$ cat config.mk
export PLATFORM = sky130hd
export DESIGN_NAME = block_bitmap_allocator
export DESIGN_NICKNAME = d
export VERILOG_FILES = /design/src/hdl/bba_pkg.sv /design/src/hdl/block_bitmap_allocator.sv /design/src/hdl/bba_ctrl.sv /design/src/hdl/bba_dp.sv
export SDC_FILE = /design/constraint.sdc
export NUM_CORES = 2
export LEC_CHECK = 0
export BUFFER_PORTS_ARGS = -buffer_cell sky130_fd_sc_hd__buf_2
export CORE_MARGIN = 10
export CORE_UTILIZATION = 50
export CTS_BUF_LIST = sky130_fd_sc_hd__clkbuf_8
export CTS_CLUSTER_SIZE = 12
export DETAILED_ROUTE_END_ITERATION = 8
export HOLD_SLACK_MARGIN = 0.15
export PLACE_DENSITY = 0.67
export SETUP_SLACK_MARGIN = 0.02
export SYNTH_ARGS = -nofsm -noshare
export SYNTH_HDL_FRONTEND = slang
export SYNTH_SLANG_ARGS = --single-unit
$ cat constraint.sdc
create_clock -name clk -period 12.6 [get_ports clk]
set_clock_uncertainty 0.05 [all_clocks]
set_input_delay 0.63 -clock clk [delete_from_list [all_inputs] [get_ports clk]]
set_output_delay 0.63 -clock clk [all_outputs]
set_load 0.01 [all_outputs]
$ cat src/hdl/bba_pkg.sv
`default_nettype none
package bba_pkg;

  // Bitmap geometry. WORD_BITS is a power of two; MAX_BLOCKS a multiple of it.
  localparam int MAX_BLOCKS = 1024;
  localparam int WORD_BITS  = 32;
  localparam int NWORDS     = (MAX_BLOCKS + WORD_BITS - 1) / WORD_BITS;
  localparam int BIT_W      = $clog2(WORD_BITS);
  localparam int WSEL_W     = (NWORDS > 1) ? $clog2(NWORDS) : 1;

  // Field widths
  localparam int BLK_W = 16;
  localparam int CNT_W = 11;
  localparam int POS_W = BLK_W + 1;  // unwrapped block arithmetic

  localparam logic [7:0] TAIL_MASK = 8'hff;

  typedef enum logic [1:0] {
    ST_OK     = 2'd0,
    ST_FULL   = 2'd1,
    ST_RANGE  = 2'd2,
    ST_DOUBLE = 2'd3
  } status_t;

  typedef enum logic {
    FN_ALLOC = 1'b0,
    FN_FREE  = 1'b1
  } func_t;

  typedef enum logic {
    CFG_DATA_BASE  = 1'b0,
    CFG_DATA_COUNT = 1'b1
  } cfg_idx_t;

  typedef enum logic [1:0] {
    RD_ZERO = 2'd0,
    RD_NEXT = 2'd1,
    RD_FREE = 2'd2
  } rd_sel_t;

  typedef enum logic [2:0] {
    S_IDLE        = 3'd0,
    S_ALLOC_START = 3'd1,
    S_SCAN        = 3'd2,
    S_FREE        = 3'd3,
    S_FREE_CHK    = 3'd4,
    S_EMIT        = 3'd5
  } state_t;

  typedef struct packed {
    logic    load;      // capture input transfer
    logic    rd_en;
    rd_sel_t rd_sel;
    logic    wr_alloc;  // set found bit in current word
    logic    wr_free;   // clear requested bit in current word
    logic    res_load;
    status_t res_code;
    logic    emit;      // pending result -> output register
  } cmd_t;

  typedef struct packed {
    logic func_free;
    logic in_range;
    logic hit;
    logic bit_set;
    logic last_word;
  } sts_t;

endpackage
`default_nettype wire

$ cat src/hdl/block_bitmap_allocator.sv
// Channel  Direction  Handshake               Payload
// in       slave      in_tvalid / in_tready   tuser: func; tdata: block_in
// out      master     out_tvalid / out_tready tuser: status; tdata: block_out
// cfg      slave      cfg_valid / cfg_ready   cfg_index, cfg_data (always ready)
//
// Allocate: decode, read of word 0, then one bitmap word at a time until a
// free bit or the last word; the single-port bitmap read is the limit.
// Free: range check and word read, bit check and write, emit; an out-of-range
// free skips the bit check. The next transfer in is taken once back in idle.
// Reset (rst_n, synchronous) sets the config to base 0, count 1024 and clears
// the word valid bits, so the whole bitmap reads free at once; no clearing pass.
// A result waiting in the output register does not stop the next transfer
// in; the block stalls only when a second result is ready before the first
// has been taken.
`default_nettype none
module block_bitmap_allocator (
  input  wire logic        clk,
  input  wire logic        rst_n,
  // input stream
  input  wire logic        in_tvalid,
  output logic             in_tready,
  input  wire logic [15:0] in_tdata,   // [15:0] block_in
  input  wire logic [0:0]  in_tuser,   // [0] func
  // result stream
  output logic             out_tvalid,
  input  wire logic        out_tready,
  output logic [15:0]      out_tdata,  // [15:0] block_out
  output logic [1:0]       out_tuser,  // [1:0] status
  // configuration writes
  input  wire logic        cfg_valid,
  output logic             cfg_ready,
  input  wire logic        cfg_index,  // 0 data_base, 1 data_count
  input  wire logic [15:0] cfg_data
);
  import bba_pkg::*;

  cmd_t cmd;
  sts_t sts;

  // config writes are never back-pressured
  assign cfg_ready = 1'b1;

  bba_ctrl u_ctrl (
    .clk        (clk),
    .rst_n      (rst_n),
    .in_tvalid  (in_tvalid),
    .in_tready  (in_tready),
    .out_tvalid (out_tvalid),
    .out_tready (out_tready),
    .sts        (sts),
    .cmd        (cmd)
  );

  bba_dp u_dp (
    .clk        (clk),
    .rst_n      (rst_n),
    .in_func    (in_tuser[0]),
    .in_block   (in_tdata),
    .cfg_we     (cfg_valid && cfg_ready),
    .cfg_index  (cfg_index),
    .cfg_data   (cfg_data),
    .cmd        (cmd),
    .sts        (sts),
    .out_status (out_tuser),
    .out_block  (out_tdata)
  );

endmodule
`default_nettype wire

$ cat src/hdl/bba_ctrl.sv
`default_nettype none
module bba_ctrl (
  input  wire logic         clk,
  input  wire logic         rst_n,
  input  wire logic         in_tvalid,
  output logic              in_tready,
  output logic              out_tvalid,
  input  wire logic         out_tready,
  input  wire bba_pkg::sts_t sts,
  output bba_pkg::cmd_t     cmd
);
  import bba_pkg::*;

  state_t state_r, state_nxt;
  logic   out_valid_r, out_valid_nxt;
  logic   out_free;

  assign out_free   = !out_valid_r || out_tready;
  assign in_tready  = (state_r == S_IDLE);
  assign out_tvalid = out_valid_r;

  always_comb begin
    state_nxt = state_r;
    case (state_r)
      S_IDLE: begin
        if (in_tvalid) state_nxt = S_FREE;
      end
      S_FREE: begin
        if (!sts.func_free)    state_nxt = S_ALLOC_START;
        else if (sts.in_range) state_nxt = S_FREE_CHK;
        else                   state_nxt = S_EMIT;
      end
      S_FREE_CHK:    state_nxt = S_EMIT;
      S_ALLOC_START: state_nxt = S_SCAN;
      S_SCAN: begin
        if (sts.hit || sts.last_word) state_nxt = S_EMIT;
      end
      S_EMIT: begin
        if (out_free) state_nxt = S_IDLE;
      end
      default: state_nxt = S_IDLE;
    endcase
  end

  always_comb begin
    cmd          = '0;
    cmd.rd_sel   = RD_ZERO;
    cmd.res_code = ST_OK;
    case (state_r)
      S_IDLE: cmd.load = in_tvalid;
      S_FREE: begin
        // decode step; range failure finishes here
        if (sts.func_free) begin
          if (sts.in_range) begin
            cmd.rd_en  = 1'b1;
            cmd.rd_sel = RD_FREE;
          end else begin
            cmd.res_load = 1'b1;
            cmd.res_code = ST_RANGE;
          end
        end
      end
      S_FREE_CHK: begin
        cmd.res_load = 1'b1;
        if (sts.bit_set) begin
          cmd.wr_free  = 1'b1;
          cmd.res_code = ST_OK;
        end else begin
          cmd.res_code = ST_DOUBLE;
        end
      end
      S_ALLOC_START: begin
        cmd.rd_en  = 1'b1;
        cmd.rd_sel = RD_ZERO;
      end
      S_SCAN: begin
        if (sts.hit) begin
          cmd.wr_alloc = 1'b1;
          cmd.res_load = 1'b1;
          cmd.res_code = ST_OK;
        end else if (sts.last_word) begin
          cmd.res_load = 1'b1;
          cmd.res_code = ST_FULL;
        end else begin
          cmd.rd_en  = 1'b1;
          cmd.rd_sel = RD_NEXT;
        end
      end
      S_EMIT: cmd.emit = out_free;
      default: ;
    endcase
  end

  always_comb begin
    out_valid_nxt = out_valid_r;
    if (cmd.emit)      out_valid_nxt = 1'b1;
    else if (out_tready) out_valid_nxt = 1'b0;
  end

  always_ff @(posedge clk) begin
    if (!rst_n) begin
      state_r     <= S_IDLE;
      out_valid_r <= 1'b0;
    end else begin
      state_r     <= state_nxt;
      out_valid_r <= out_valid_nxt;
    end
  end

endmodule
`default_nettype wire

$ cat src/hdl/bba_dp.sv
`default_nettype none
module bba_dp (
  input  wire logic                          clk,
  input  wire logic                          rst_n,
  input  wire logic                          in_func,
  input  wire logic [bba_pkg::BLK_W-1:0]     in_block,
  input  wire logic                          cfg_we,
  input  wire logic                          cfg_index,
  input  wire logic [bba_pkg::BLK_W-1:0]     cfg_data,
  input  wire bba_pkg::cmd_t                 cmd,
  output bba_pkg::sts_t                      sts,
  output logic [1:0]                         out_status,
  output logic [bba_pkg::BLK_W-1:0]          out_block
);
  import bba_pkg::*;

  // config registers
  logic [BLK_W-1:0] data_base_r;
  logic [CNT_W-1:0] data_count_r;

  always_ff @(posedge clk) begin
    if (!rst_n) begin
      data_base_r  <= '0;
      data_count_r <= CNT_W'(1024);
    end else if (cfg_we) begin
      case (cfg_idx_t'(cfg_index))
        CFG_DATA_BASE:  data_base_r  <= cfg_data;
        CFG_DATA_COUNT: data_count_r <= cfg_data[CNT_W-1:0];
        default: ;
      endcase
    end
  end

  // effective count and allocate limit (count rounded down to 8)
  logic [POS_W-1:0] cnt_ext, eff_cnt, limit, base_ext;
  assign cnt_ext  = POS_W'(data_count_r);
  assign eff_cnt  = (cnt_ext > POS_W'(MAX_BLOCKS)) ? POS_W'(MAX_BLOCKS) : cnt_ext;
  assign limit    = eff_cnt & ~POS_W'(TAIL_MASK >> 5);
  assign base_ext = POS_W'(data_base_r);

  // captured request
  logic             func_r;
  logic [BLK_W-1:0] blk_r;
  always_ff @(posedge clk) begin
    if (cmd.load) begin
      func_r <= in_func;
      blk_r  <= in_block;
    end
  end

  logic [POS_W-1:0]  blk_ext, free_idx;
  logic [WSEL_W-1:0] free_word;
  logic [BIT_W-1:0]  free_bit;
  assign blk_ext   = POS_W'(blk_r);
  assign free_idx  = blk_ext - base_ext;
  assign free_word = free_idx[BIT_W +: WSEL_W];
  assign free_bit  = free_idx[BIT_W-1:0];

  // bitmap store with per-word valid bits (invalid word reads as all free)
  logic [WORD_BITS-1:0] mem [NWORDS];
  logic [NWORDS-1:0]    word_vld_r;
  logic [WORD_BITS-1:0] rd_data_r;
  logic                 rd_vld_r;
  logic [WSEL_W-1:0]    word_r, rd_addr;
  logic [WORD_BITS-1:0] cur_word, wr_word, free_m;
  logic [BIT_W-1:0]     found_bit;
  logic                 wr_en;

  always_comb begin
    case (cmd.rd_sel)
      RD_ZERO: rd_addr = '0;
      RD_NEXT: rd_addr = word_r + WSEL_W'(1);
      RD_FREE: rd_addr = free_word;
      default: rd_addr = '0;
    endcase
  end

  assign cur_word = rd_vld_r ? rd_data_r : '0;
  assign wr_en    = cmd.wr_alloc || cmd.wr_free;

  always_comb begin
    for (int b = 0; b < WORD_BITS; b++) begin
      free_m[b] = !cur_word[b] &&
                  (POS_W'({word_r, BIT_W'(b)}) < limit);
    end
  end

  always_comb begin
    found_bit = '0;
    for (int b = WORD_BITS - 1; b >= 0; b--) begin
      if (free_m[b]) found_bit = BIT_W'(b);
    end
  end

  always_comb begin
    if (cmd.wr_alloc) wr_word = cur_word | (WORD_BITS'(1) << found_bit);
    else              wr_word = cur_word & ~(WORD_BITS'(1) << free_bit);
  end

  always_ff @(posedge clk) begin
    if (wr_en) mem[word_r] <= wr_word;
    if (cmd.rd_en) begin
      rd_data_r <= mem[rd_addr];
      word_r    <= rd_addr;
    end
  end

  always_ff @(posedge clk) begin
    if (!rst_n) begin
      word_vld_r <= '0;
      rd_vld_r   <= 1'b0;
    end else begin
      if (wr_en)     word_vld_r[word_r] <= 1'b1;
      if (cmd.rd_en) rd_vld_r <= word_vld_r[rd_addr];
    end
  end

  // status to controller
  assign sts.func_free = (func_t'(func_r) == FN_FREE);
  assign sts.in_range  = !(blk_ext < base_ext) && (blk_ext < base_ext + eff_cnt);
  assign sts.hit       = |free_m;
  assign sts.bit_set   = cur_word[free_bit];
  assign sts.last_word = (word_r == WSEL_W'(NWORDS - 1));

  // pending result, then output register
  logic [BLK_W-1:0] found_blk;
  status_t          pend_status_r;
  logic [BLK_W-1:0] pend_block_r;
  logic [1:0]       out_status_r;
  logic [BLK_W-1:0] out_block_r;

  assign found_blk = BLK_W'(base_ext + POS_W'({word_r, found_bit}));

  always_ff @(posedge clk) begin
    if (cmd.res_load) begin
      pend_status_r <= cmd.res_code;
      pend_block_r  <= cmd.wr_alloc ? found_blk : '0;
    end
    if (cmd.emit) begin
      out_status_r <= pend_status_r;
      out_block_r  <= pend_block_r;
    end
  end

  assign out_status = out_status_r;
  assign out_block  = out_block_r;

endmodule
`default_nettype wire

## Word level (Yosys, flattened, before mapping)

Memory sizes are Yosys's and may differ from the RTL's. A register that Yosys moved wholly into a read port is not among the register bits.
Index checks and enable logic that the tools add are counted.

| word-level totals | value |
|---|---|
| flip-flop bits (word level) | 122 |
| RAM bits | 1024 |
| bits of input ports | 39 |
| output and inout port bits | 21 |
| logic and storage cells | 221 |
| memories | 1 |

| operators by class | value |
|---|---|
| $add $sub $neg | 4 |
| magnitude comparators | 39 |
| eq/ne operators | 11 |
| shifts and indexed selects | 2 |
| mux-type cells | 69 |
| bitwise operators | 5 |
| reduce and logical (&&, ||, !) cells | 77 |

Memory list:

| name | depth | width | rd ports | clocked after Yosys merged registers in | write ports | RTL line | RTL |
|---|---|---|---|---|---|---|---|
| u_dp.mem | 32 | 32 | 1 | 1 | 1 | bba_dp.sv:60 | `logic [WORD_BITS-1:0] mem [NWORDS];` |

Operators by type and width:

| operator | count |
|---|---|
| less-than comparator 10 x 17 -> 1 bit | 32 |
| 2-to-1 mux 5 bit | 32 |
| 2-to-1 mux 32 bit | 2 |
| bitwise OR 32 bit | 2 |
| left shift 1 x 5 -> 32 bit (first input constant) | 2 |
| 2-to-1 mux 3 bit | 12 |
| logical AND 1 bit | 34 |
| zero test 1 bit | 34 |
| AND 32 bit | 1 |
| NOT 32 bit | 1 |
| OR reduction 32 bit | 1 |
| less-than comparator 5 x 6 -> 1 bit (second input constant) | 3 |
| one-hot mux 3 bit (3 select lines) | 2 |
| one-hot mux 3 bit (6 select lines) | 1 |
| adder 16 x 11 -> 17 bit | 1 |
| less-than comparator 16 x 17 -> 1 bit | 1 |
| adder 16 x 10 -> 16 bit | 1 |
| less-than comparator 16 bit | 1 |
| 2-to-1 mux 1 bit | 14 |
| greater-than comparator 11 bit (second input constant) | 1 |
| 2-to-1 mux 11 bit | 1 |
| binary-select mux 1 bit (select 5 bit) | 2 |
| one-hot mux 5 bit (2 select lines) | 1 |
| subtractor 10 bit | 1 |
| other kinds (18) | 24 |

## Longest topological paths before layout

| logic depth | value |
|---|---|
| word-level depth | 39 |
| depth in mapped cells | 35 |
| mapped depth without buffers | 31 |

## Cells and area by module

From an unflattened synthesis, not the netlist that was laid out.

| second synthesis, totals | value |
|---|---|
| cells, all modules | 3334 |
| area, all modules | 49378.6 um^2 |

By module, submodules not included:

| module | times used | cells each | area each (um^2) | seq. area each (um^2) |
|---|---|---|---|---|
| bba_dp | 1 | 3286 | 49015.8 | 34653.2 |
| bba_ctrl | 1 | 46 | 351.6 | 80.1 |
| block_bitmap_allocator | 1 | 2 | 11.3 | 0.0 |

## Worst setup path after synthesis

Ideal clock, no wire load.

| timing path | value |
|---|---|
| path kind | register -> register |
| start | reg u_dp.data_count_r[10] |
| end | reg u_dp.rd_vld_r |
| setup time | 0.124 ns |
| arrival | 6.968 ns |
| required time | 12.426 ns |
| path slack | 5.458 ns |
| stages on the path, launching flop included | 25 |
| path buffers | 1 |
| clock period less this slack | 7.142 ns |
| path through | dfxtp_1 > clkbuf_1 > nor2b_1 > ha_1 > fa_1 > a21o_1 > a21oi_1 > o21bai_1 > a21oi_1 > nor2b_1 > o21ai_0 > a21oi_1 > nor2_1 > xor2_1 > ha_1 > a21o_1 > a21oi_1 > nor2b_1 > o21ai_0 > nand2_1 > a31oi_1 > o31ai_1 > o31ai_1 > nand3b_1 > o31ai_1 |

RTL lines:

| element | RTL line | RTL |
|---|---|---|
| start, declared | bba_dp.sv:19 | `logic [CNT_W-1:0] data_count_r;` |
| start signal, assigned | bba_dp.sv:28 | `CFG_DATA_COUNT: data_count_r <= cfg_data[CNT_W-1:0];` |
| end signal, assigned | bba_dp.sv:114 | `if (cmd.rd_en) rd_vld_r <= word_vld_r[rd_addr];` |
| end, declared | bba_dp.sv:63 | `logic rd_vld_r;` |

## Worst setup path after layout

| timing path | value |
|---|---|
| start | reg u_dp.data_count_r[10] |
| end | reg u_dp.rd_data_r[22] (read register of u_dp.mem), data pin |

| between the ends | value |
|---|---|
| cells in the longest elaborated chain, start to end | 10 |
| elaborated cells on any way between the ends | 77 |
| those cells by class | add/sub: 1; order compare: 34; eq/ne: 2; mux: 6; reduce/logical: 34 |

RTL lines:

| element | RTL line | RTL |
|---|---|---|
| greater-than comparator 11 bit | bba_dp.sv:37 | `assign eff_cnt = (cnt_ext > POS_W'(MAX_BLOCKS)) ? POS_W'(MAX_BLOCKS) : cnt_ext;` |
| 2-to-1 mux 11 bit (*) | bba_dp.sv:37 |  |
| adder 16 x 11 -> 17 bit | bba_dp.sv:120 | `assign sts.in_range = !(blk_ext < base_ext) && (blk_ext < base_ext + eff_cnt);` |
| less-than comparator 16 x 17 -> 1 bit | bba_dp.sv:120 |  |
| logical AND 1 bit | bba_dp.sv:120 |  |
| 2-to-1 mux 3 bit | bba_ctrl.sv:54 | `if (sts.in_range) begin` |
| 2-to-1 mux 3 bit | bba_ctrl.sv:53 | `if (sts.func_free) begin` |
| one-hot mux 3 bit (3 select lines) (*) | bba_ctrl.sv:49 | `case (state_r)` |
| == test 2 bit / == test 2 x 1 -> 1 bit (equally long branches) | bba_dp.sv:70 | `case (cmd.rd_sel)` |
| one-hot mux 5 bit (2 select lines) | bba_dp.sv:70 |  |
| end, declared | bba_dp.sv:62 | `logic [WORD_BITS-1:0] rd_data_r;` |

Mark *: on every way between the ends. The rest lies on a longest branch, timed or not.
A chain may end at the register's enable or synchronous reset.

==> metrics.txt <==
# TYPE chip_impl_metric gauge
chip_impl_metric{name="synth-simple-area-share",unit="%"} 4.30
chip_impl_metric{name="ant_nets_after_route",unit=""} 0
chip_impl_metric{name="cts_made_buffers",unit=""} 186
chip_impl_metric{name="gp_congestion",unit=""} 0.891
chip_impl_metric{name="crit_required",unit="ns"} 13.15
chip_impl_metric{name="cts-root-to-sink-buffers",unit=""} 3
chip_impl_metric{name="boundaryPins",unit=""} 60
chip_impl_metric{name="portBuffers",unit=""} 58
chip_impl_metric{name="drt-pass1-iter-count",unit=""} 6
chip_impl_info{name="yosys.area.top_type",value="sky130_fd_sc_hd__edfxtp_1"} 1
chip_impl_metric{name="yosysWarningCount",unit=""} 0
chip_impl_metric{name="critical_path_max_stage_delay",unit="ns"} 0.96
chip_impl_metric{name="power_density",unit="mW/mm²"} 143
chip_impl_metric{name="die_h",unit="µm"} 333
chip_impl_metric{name="xor_xnor_fraction_of_synth_area",unit="%"} 0.553
chip_impl_metric{name="final_net_count",unit=""} 3481
chip_impl_metric{name="synth-compound-area-share",unit="%"} 14.5
chip_impl_metric{name="core_region_area",unit="mm²"} 0.0971
chip_impl_metric{name="final.fill_count",unit=""} 7396
chip_impl_metric{name="critical_path_buffers_and_inverters",unit=""} 3
chip_impl_metric{name="worst_skew_pair.late_latency",unit="ns"} 0.88
chip_impl_metric{name="synthesis.instances",unit=""} 3254
chip_impl_metric{name="synth_fa_ha_area_share",unit="%"} 1.74
chip_impl_metric{name="setup_viol",unit=""} 0
chip_impl_metric{name="finalHoldViolations",unit=""} 0
chip_impl_info{name="holdCritPathClass",value="primary input to register"} 1
chip_impl_metric{name="drv_cap",unit=""} 0
chip_impl_metric{name="final_min_period_over_clock_period",unit="%"} 70.4
chip_impl_metric{name="rows",unit=""} 114
chip_impl_metric{name="timing.slew.headroom",unit="%"} 10.5
chip_impl_metric{name="post_synth.cell_area_avg",unit="µm²"} 15.1
chip_impl_metric{name="postLayoutSetupSlackWorst",unit="ns"} 3.74
chip_impl_info{name="worstSetupEndpointType",value="register"} 1
chip_impl_info{name="run_status",value="completed"} 1
chip_impl_metric{name="tns",unit="ns"} 0
chip_impl_metric{name="post_synth_instance_area",unit="mm²"} 0.0491
chip_impl_metric{name="yosysUniqueCellTypes",unit=""} 85
chip_impl_info{name="critical-path-top-delay-family",value="compound AO/OA/AOI/OAI gates"} 1
chip_impl_metric{name="maximum_number_of_pins_on_one_net_before_global_route_repair",unit=""} 162
chip_impl_metric{name="maxSlewViolCount",unit=""} 0
chip_impl_metric{name="power.ir.vdd_worst",unit="mV"} 0.0779
chip_impl_metric{name="average_vias_per_placed_instance",unit=""} 6.44
chip_impl_metric{name="leakage",unit="nW"} 16.1
chip_impl_info{name="startpoint_type",value="register"} 1
chip_impl_metric{name="synth_async_sr_flop_share",unit="%"} 0
chip_impl_metric{name="synth_sequential_area_ratio",unit="%"} 70.7
chip_impl_metric{name="regArea",unit="mm²"} 0.0347
chip_impl_metric{name="post_cts_resized",unit=""} 0
chip_impl_metric{name="drt-total-wl",unit="mm"} 135
chip_impl_metric{name="finalCoreUtilization",unit="%"} 56.5
chip_impl_metric{name="cts_htree_levels",unit=""} 4
chip_impl_metric{name="ratio_of_cells_with_drive_above_1_in_the_final_layout",unit="%"} 12.8
chip_impl_metric{name="vias_in_the_first_global_route",unit=""} 30600
chip_impl_info{name="netlist_top_cells_count",value="sky130_fd_sc_hd__edfxtp_1, sky130_fd_sc_hd__o221ai_1, sky130_fd_sc_hd__mux2i_1, sky130_fd_sc_hd__o211ai_1, sky130_fd_sc_hd__o21ai_0"} 1
chip_impl_metric{name="finalCriticalPeriod",unit="ns"} 8.86
chip_impl_metric{name="detailed_place_hpwl",unit="mm"} 71.0
chip_impl_metric{name="area_growth_syn_to_layout",unit="%"} 11.7
chip_impl_info{name="dominantRegCellSynth",value="sky130_fd_sc_hd__edfxtp_1"} 1
chip_impl_metric{name="grt_util_all_layers",unit="%"} 23.6
chip_impl_metric{name="power.total",unit="W"} 0.00785
chip_impl_info{name="critical-path-slowest-cell",value="sky130_fd_sc_hd__o31ai_1"} 1
chip_impl_metric{name="multiInputGateArea",unit="mm²"} 0.0137
chip_impl_metric{name="detail_route.wl_per_cell",unit="µm"} 28.1
chip_impl_metric{name="grt_pass1_wl",unit="mm"} 198
chip_impl_info{name="unrepaired_setup_endpoints_after_global_routing",value="no"} 1
chip_impl_metric{name="via_count",unit=""} 30900
chip_impl_metric{name="detail_route.iter0.violations",unit=""} 3594
chip_impl_metric{name="clock.fmax",unit="MHz"} 113
chip_impl_metric{name="clkSlewWorstSetupHoldPaths",unit="ns"} 0.06
chip_impl_metric{name="antenna_found_initial",unit=""} 1
chip_impl_metric{name="drt_drc_violations_left",unit=""} 0
chip_impl_metric{name="synth_largest_type_area_fraction",unit="%"} 68.1
chip_impl_info{name="synth_top_cells_by_area",value="sky130_fd_sc_hd__edfxtp_1, sky130_fd_sc_hd__mux2i_1, sky130_fd_sc_hd__o221ai_1, sky130_fd_sc_hd__o211ai_1, sky130_fd_sc_hd__dfxtp_1"} 1
chip_impl_info{name="cts_tree",value="yes"} 1
chip_impl_info{name="dominant_combinational_cell_family_by_area_after_synthesis",value="compound AO/OA/AOI/OAI gates"} 1
chip_impl_metric{name="timing.hold.ws",unit="ns"} 0.316
chip_impl_metric{name="mappedNetlistNets",unit=""} 3359
chip_impl_metric{name="post_place_setup_slack",unit="ns"} 3.90
chip_impl_metric{name="worst_slew_pin_slew",unit="ns"} 1.34
chip_impl_info{name="cts.root.buffer_cell",value="sky130_fd_sc_hd__clkbuf_8"} 1
chip_impl_metric{name="die_outline_area",unit="mm²"} 0.111
chip_impl_metric{name="synth_seq_cells",unit=""} 1178
chip_impl_metric{name="starting_utilization_of_the_core_area",unit="%"} 50.6
chip_impl_metric{name="post_synth_mux_area_share",unit="%"} 5.91
chip_impl_metric{name="clkSinkCount",unit=""} 1178
chip_impl_info{name="synth.most_common_cell",value="sky130_fd_sc_hd__edfxtp_1"} 1
chip_impl_metric{name="count_of_flip_flops_with_a_built_in_enable_after_synthesis",unit=""} 1114
chip_impl_metric{name="die-width",unit="µm"} 333
chip_impl_metric{name="critical_path_arrival",unit="ns"} 9.42
chip_impl_metric{name="global_route.overflow_total",unit=""} 0
chip_impl_metric{name="worst-path-max-fanout",unit=""} 42
chip_impl_metric{name="cts_setup_buffers",unit=""} 0
chip_impl_info{name="critPathKind",value="register to register"} 1
==> final timing paths <==
kind,from,to,slack (ns),cells past startpoint
setup / recovery,u_dp.data_count_r[10]$_SDFFE_PN1P_,u_dp.rd_data_r[22]$_DFFE_PP_,3.74,31
hold / removal,cfg_index,u_dp.data_base_r[5]$_SDFFE_PN0P_,0.32,4
setup reg to reg,u_dp.data_count_r[10]$_SDFFE_PN1P_,u_dp.rd_data_r[22]$_DFFE_PP_,3.74,31
hold reg to reg,u_dp.pend_block_r[12]$_SDFFCE_PN0P_,u_dp.out_block[12]$_DFFE_PP_,0.37,0
==> worst reg2reg max path, delay by kind of cell (launching register included) <==
| kind | cells | cell delay (ns) |
|---|---|---|
| multiplexers | 1 | 0.28 |
| AND/OR/NAND/NOR | 6 | 0.94 |
| adder cells (fa/ha/maj) | 3 | 0.96 |
| AO/OA/AOI/OAI | 17 | 4.27 |
| flip-flops | 1 | 0.66 |
| XOR/XNOR | 1 | 0.15 |
| buffers and inverters | 3 | 1.30 |
==> layer usage <==
metal,vias up,wire (µm),GRT usage (%)
met5,-,0,0
met4,0,4370,9.08
met3,268,11700,4.60
met2,1542,63400,37.8
met1,15600,55100,31.9
li1,13500,-,-
==> final cells by class <==
| type | instances | area share (%) |
|---|---|---|
| tap | 1276 | 2.91 |
| antenna | 2 | 0.00912 |
| clock inverter | 131 | 1.12 |
| inverter | 48 | 0.331 |
| multi-input combinational | 1793 | 25.0 |
| timing repair buffer | 169 | 2.37 |
| clock buffer | 199 | 4.99 |
| sequential | 1178 | 63.3 |
==> state kept, by name, indices dropped and copies added (netlist names) <==
register / count
u_dp.mem: 1024
u_dp.rd_data_r: 32
u_dp.word_vld_r: 32
u_dp.blk_r: 16
u_dp.data_base_r: 16
u_dp.out_block: 16
u_dp.pend_block_r: 16
u_dp.data_count_r: 11
u_dp.word_r: 5
u_ctrl.state_r: 3
u_dp.out_status: 2
u_dp.pend_status_r: 2
u_ctrl.out_tvalid: 1
u_dp.func_r: 1
u_dp.rd_vld_r: 1
==> cells in the final DEF, fill, tap and decap left out, types with 7 or more instances in the layout <==
cell type	synthesis	layout
sky130_fd_sc_hd__a31o_2	9	9
sky130_fd_sc_hd__buf_12	0	7
sky130_fd_sc_hd__ha_1	64	64
sky130_fd_sc_hd__and3_1	14	14
sky130_fd_sc_hd__o221ai_1	266	266
sky130_fd_sc_hd__o211ai_1	243	243
sky130_fd_sc_hd__dfxtp_1	64	64
sky130_fd_sc_hd__nand4_1	8	8
sky130_fd_sc_hd__nor2_1	85	53
sky130_fd_sc_hd__o21ai_2	1	7
sky130_fd_sc_hd__a21oi_1	49	48
sky130_fd_sc_hd__nand2b_1	23	23
sky130_fd_sc_hd__buf_2	11	58
sky130_fd_sc_hd__xor2_1	11	11
sky130_fd_sc_hd__and2_1	12	12
sky130_fd_sc_hd__nand3b_1	7	7
sky130_fd_sc_hd__nand2_1	138	138
sky130_fd_sc_hd__o21ai_0	207	197
sky130_fd_sc_hd__inv_1	48	116
sky130_fd_sc_hd__clkinv_1	0	40
sky130_fd_sc_hd__a21o_1	10	10
sky130_fd_sc_hd__nor3_1	16	16
sky130_fd_sc_hd__o21a_1	75	75
sky130_fd_sc_hd__nand3_1	92	92
sky130_fd_sc_hd__a21boi_0	29	29
sky130_fd_sc_hd__clkbuf_8	0	199
sky130_fd_sc_hd__clkinv_2	0	8
sky130_fd_sc_hd__dlygate4sd3_1	0	35
sky130_fd_sc_hd__mux2i_1	265	265
sky130_fd_sc_hd__mux4_2	10	10
sky130_fd_sc_hd__nor2_4	0	32
sky130_fd_sc_hd__xnor2_1	20	20
sky130_fd_sc_hd__edfxtp_1	1114	1114
sky130_fd_sc_hd__buf_4	3	69
sky130_fd_sc_hd__nor2b_1	19	19
==> metrics by stage <==
step	instance area, µm²	std cells
6_report	54900	4796
5_1_grt	54900	4795
4_1_cts	54900	4794
3_5_place_dp	51200	4429
3_3_place_gp	51200	4429
2_1_floorplan	49100	3254
==> what timing repair did <==
item                                   4_1_cts  5_1_grt
hold buffers                                35        0
setup endpoints to repair                    0        0
endpoints found under the hold margin       47        0
==> cell families (layout without fill, tap and decap cells) <==
family | count (synthesis) | in the layout
compound gates | 976 | 976
mux | 277 | 277
fa+ha+maj | 67 | 67
other cells | 1 | 3
xor+xnor | 31 | 31
simple gates | 441 | 441
buf+inv | 283 | 547
flops | 1178 | 1178
==> where the power goes <==
part           switching, W  internal, W
Clock               0.00145      0.00147
Combinational      0.000322     0.000146
Sequential        0.0000986      0.00436
Total               0.00187      0.00598
Power figures use the tool's default switching activity.
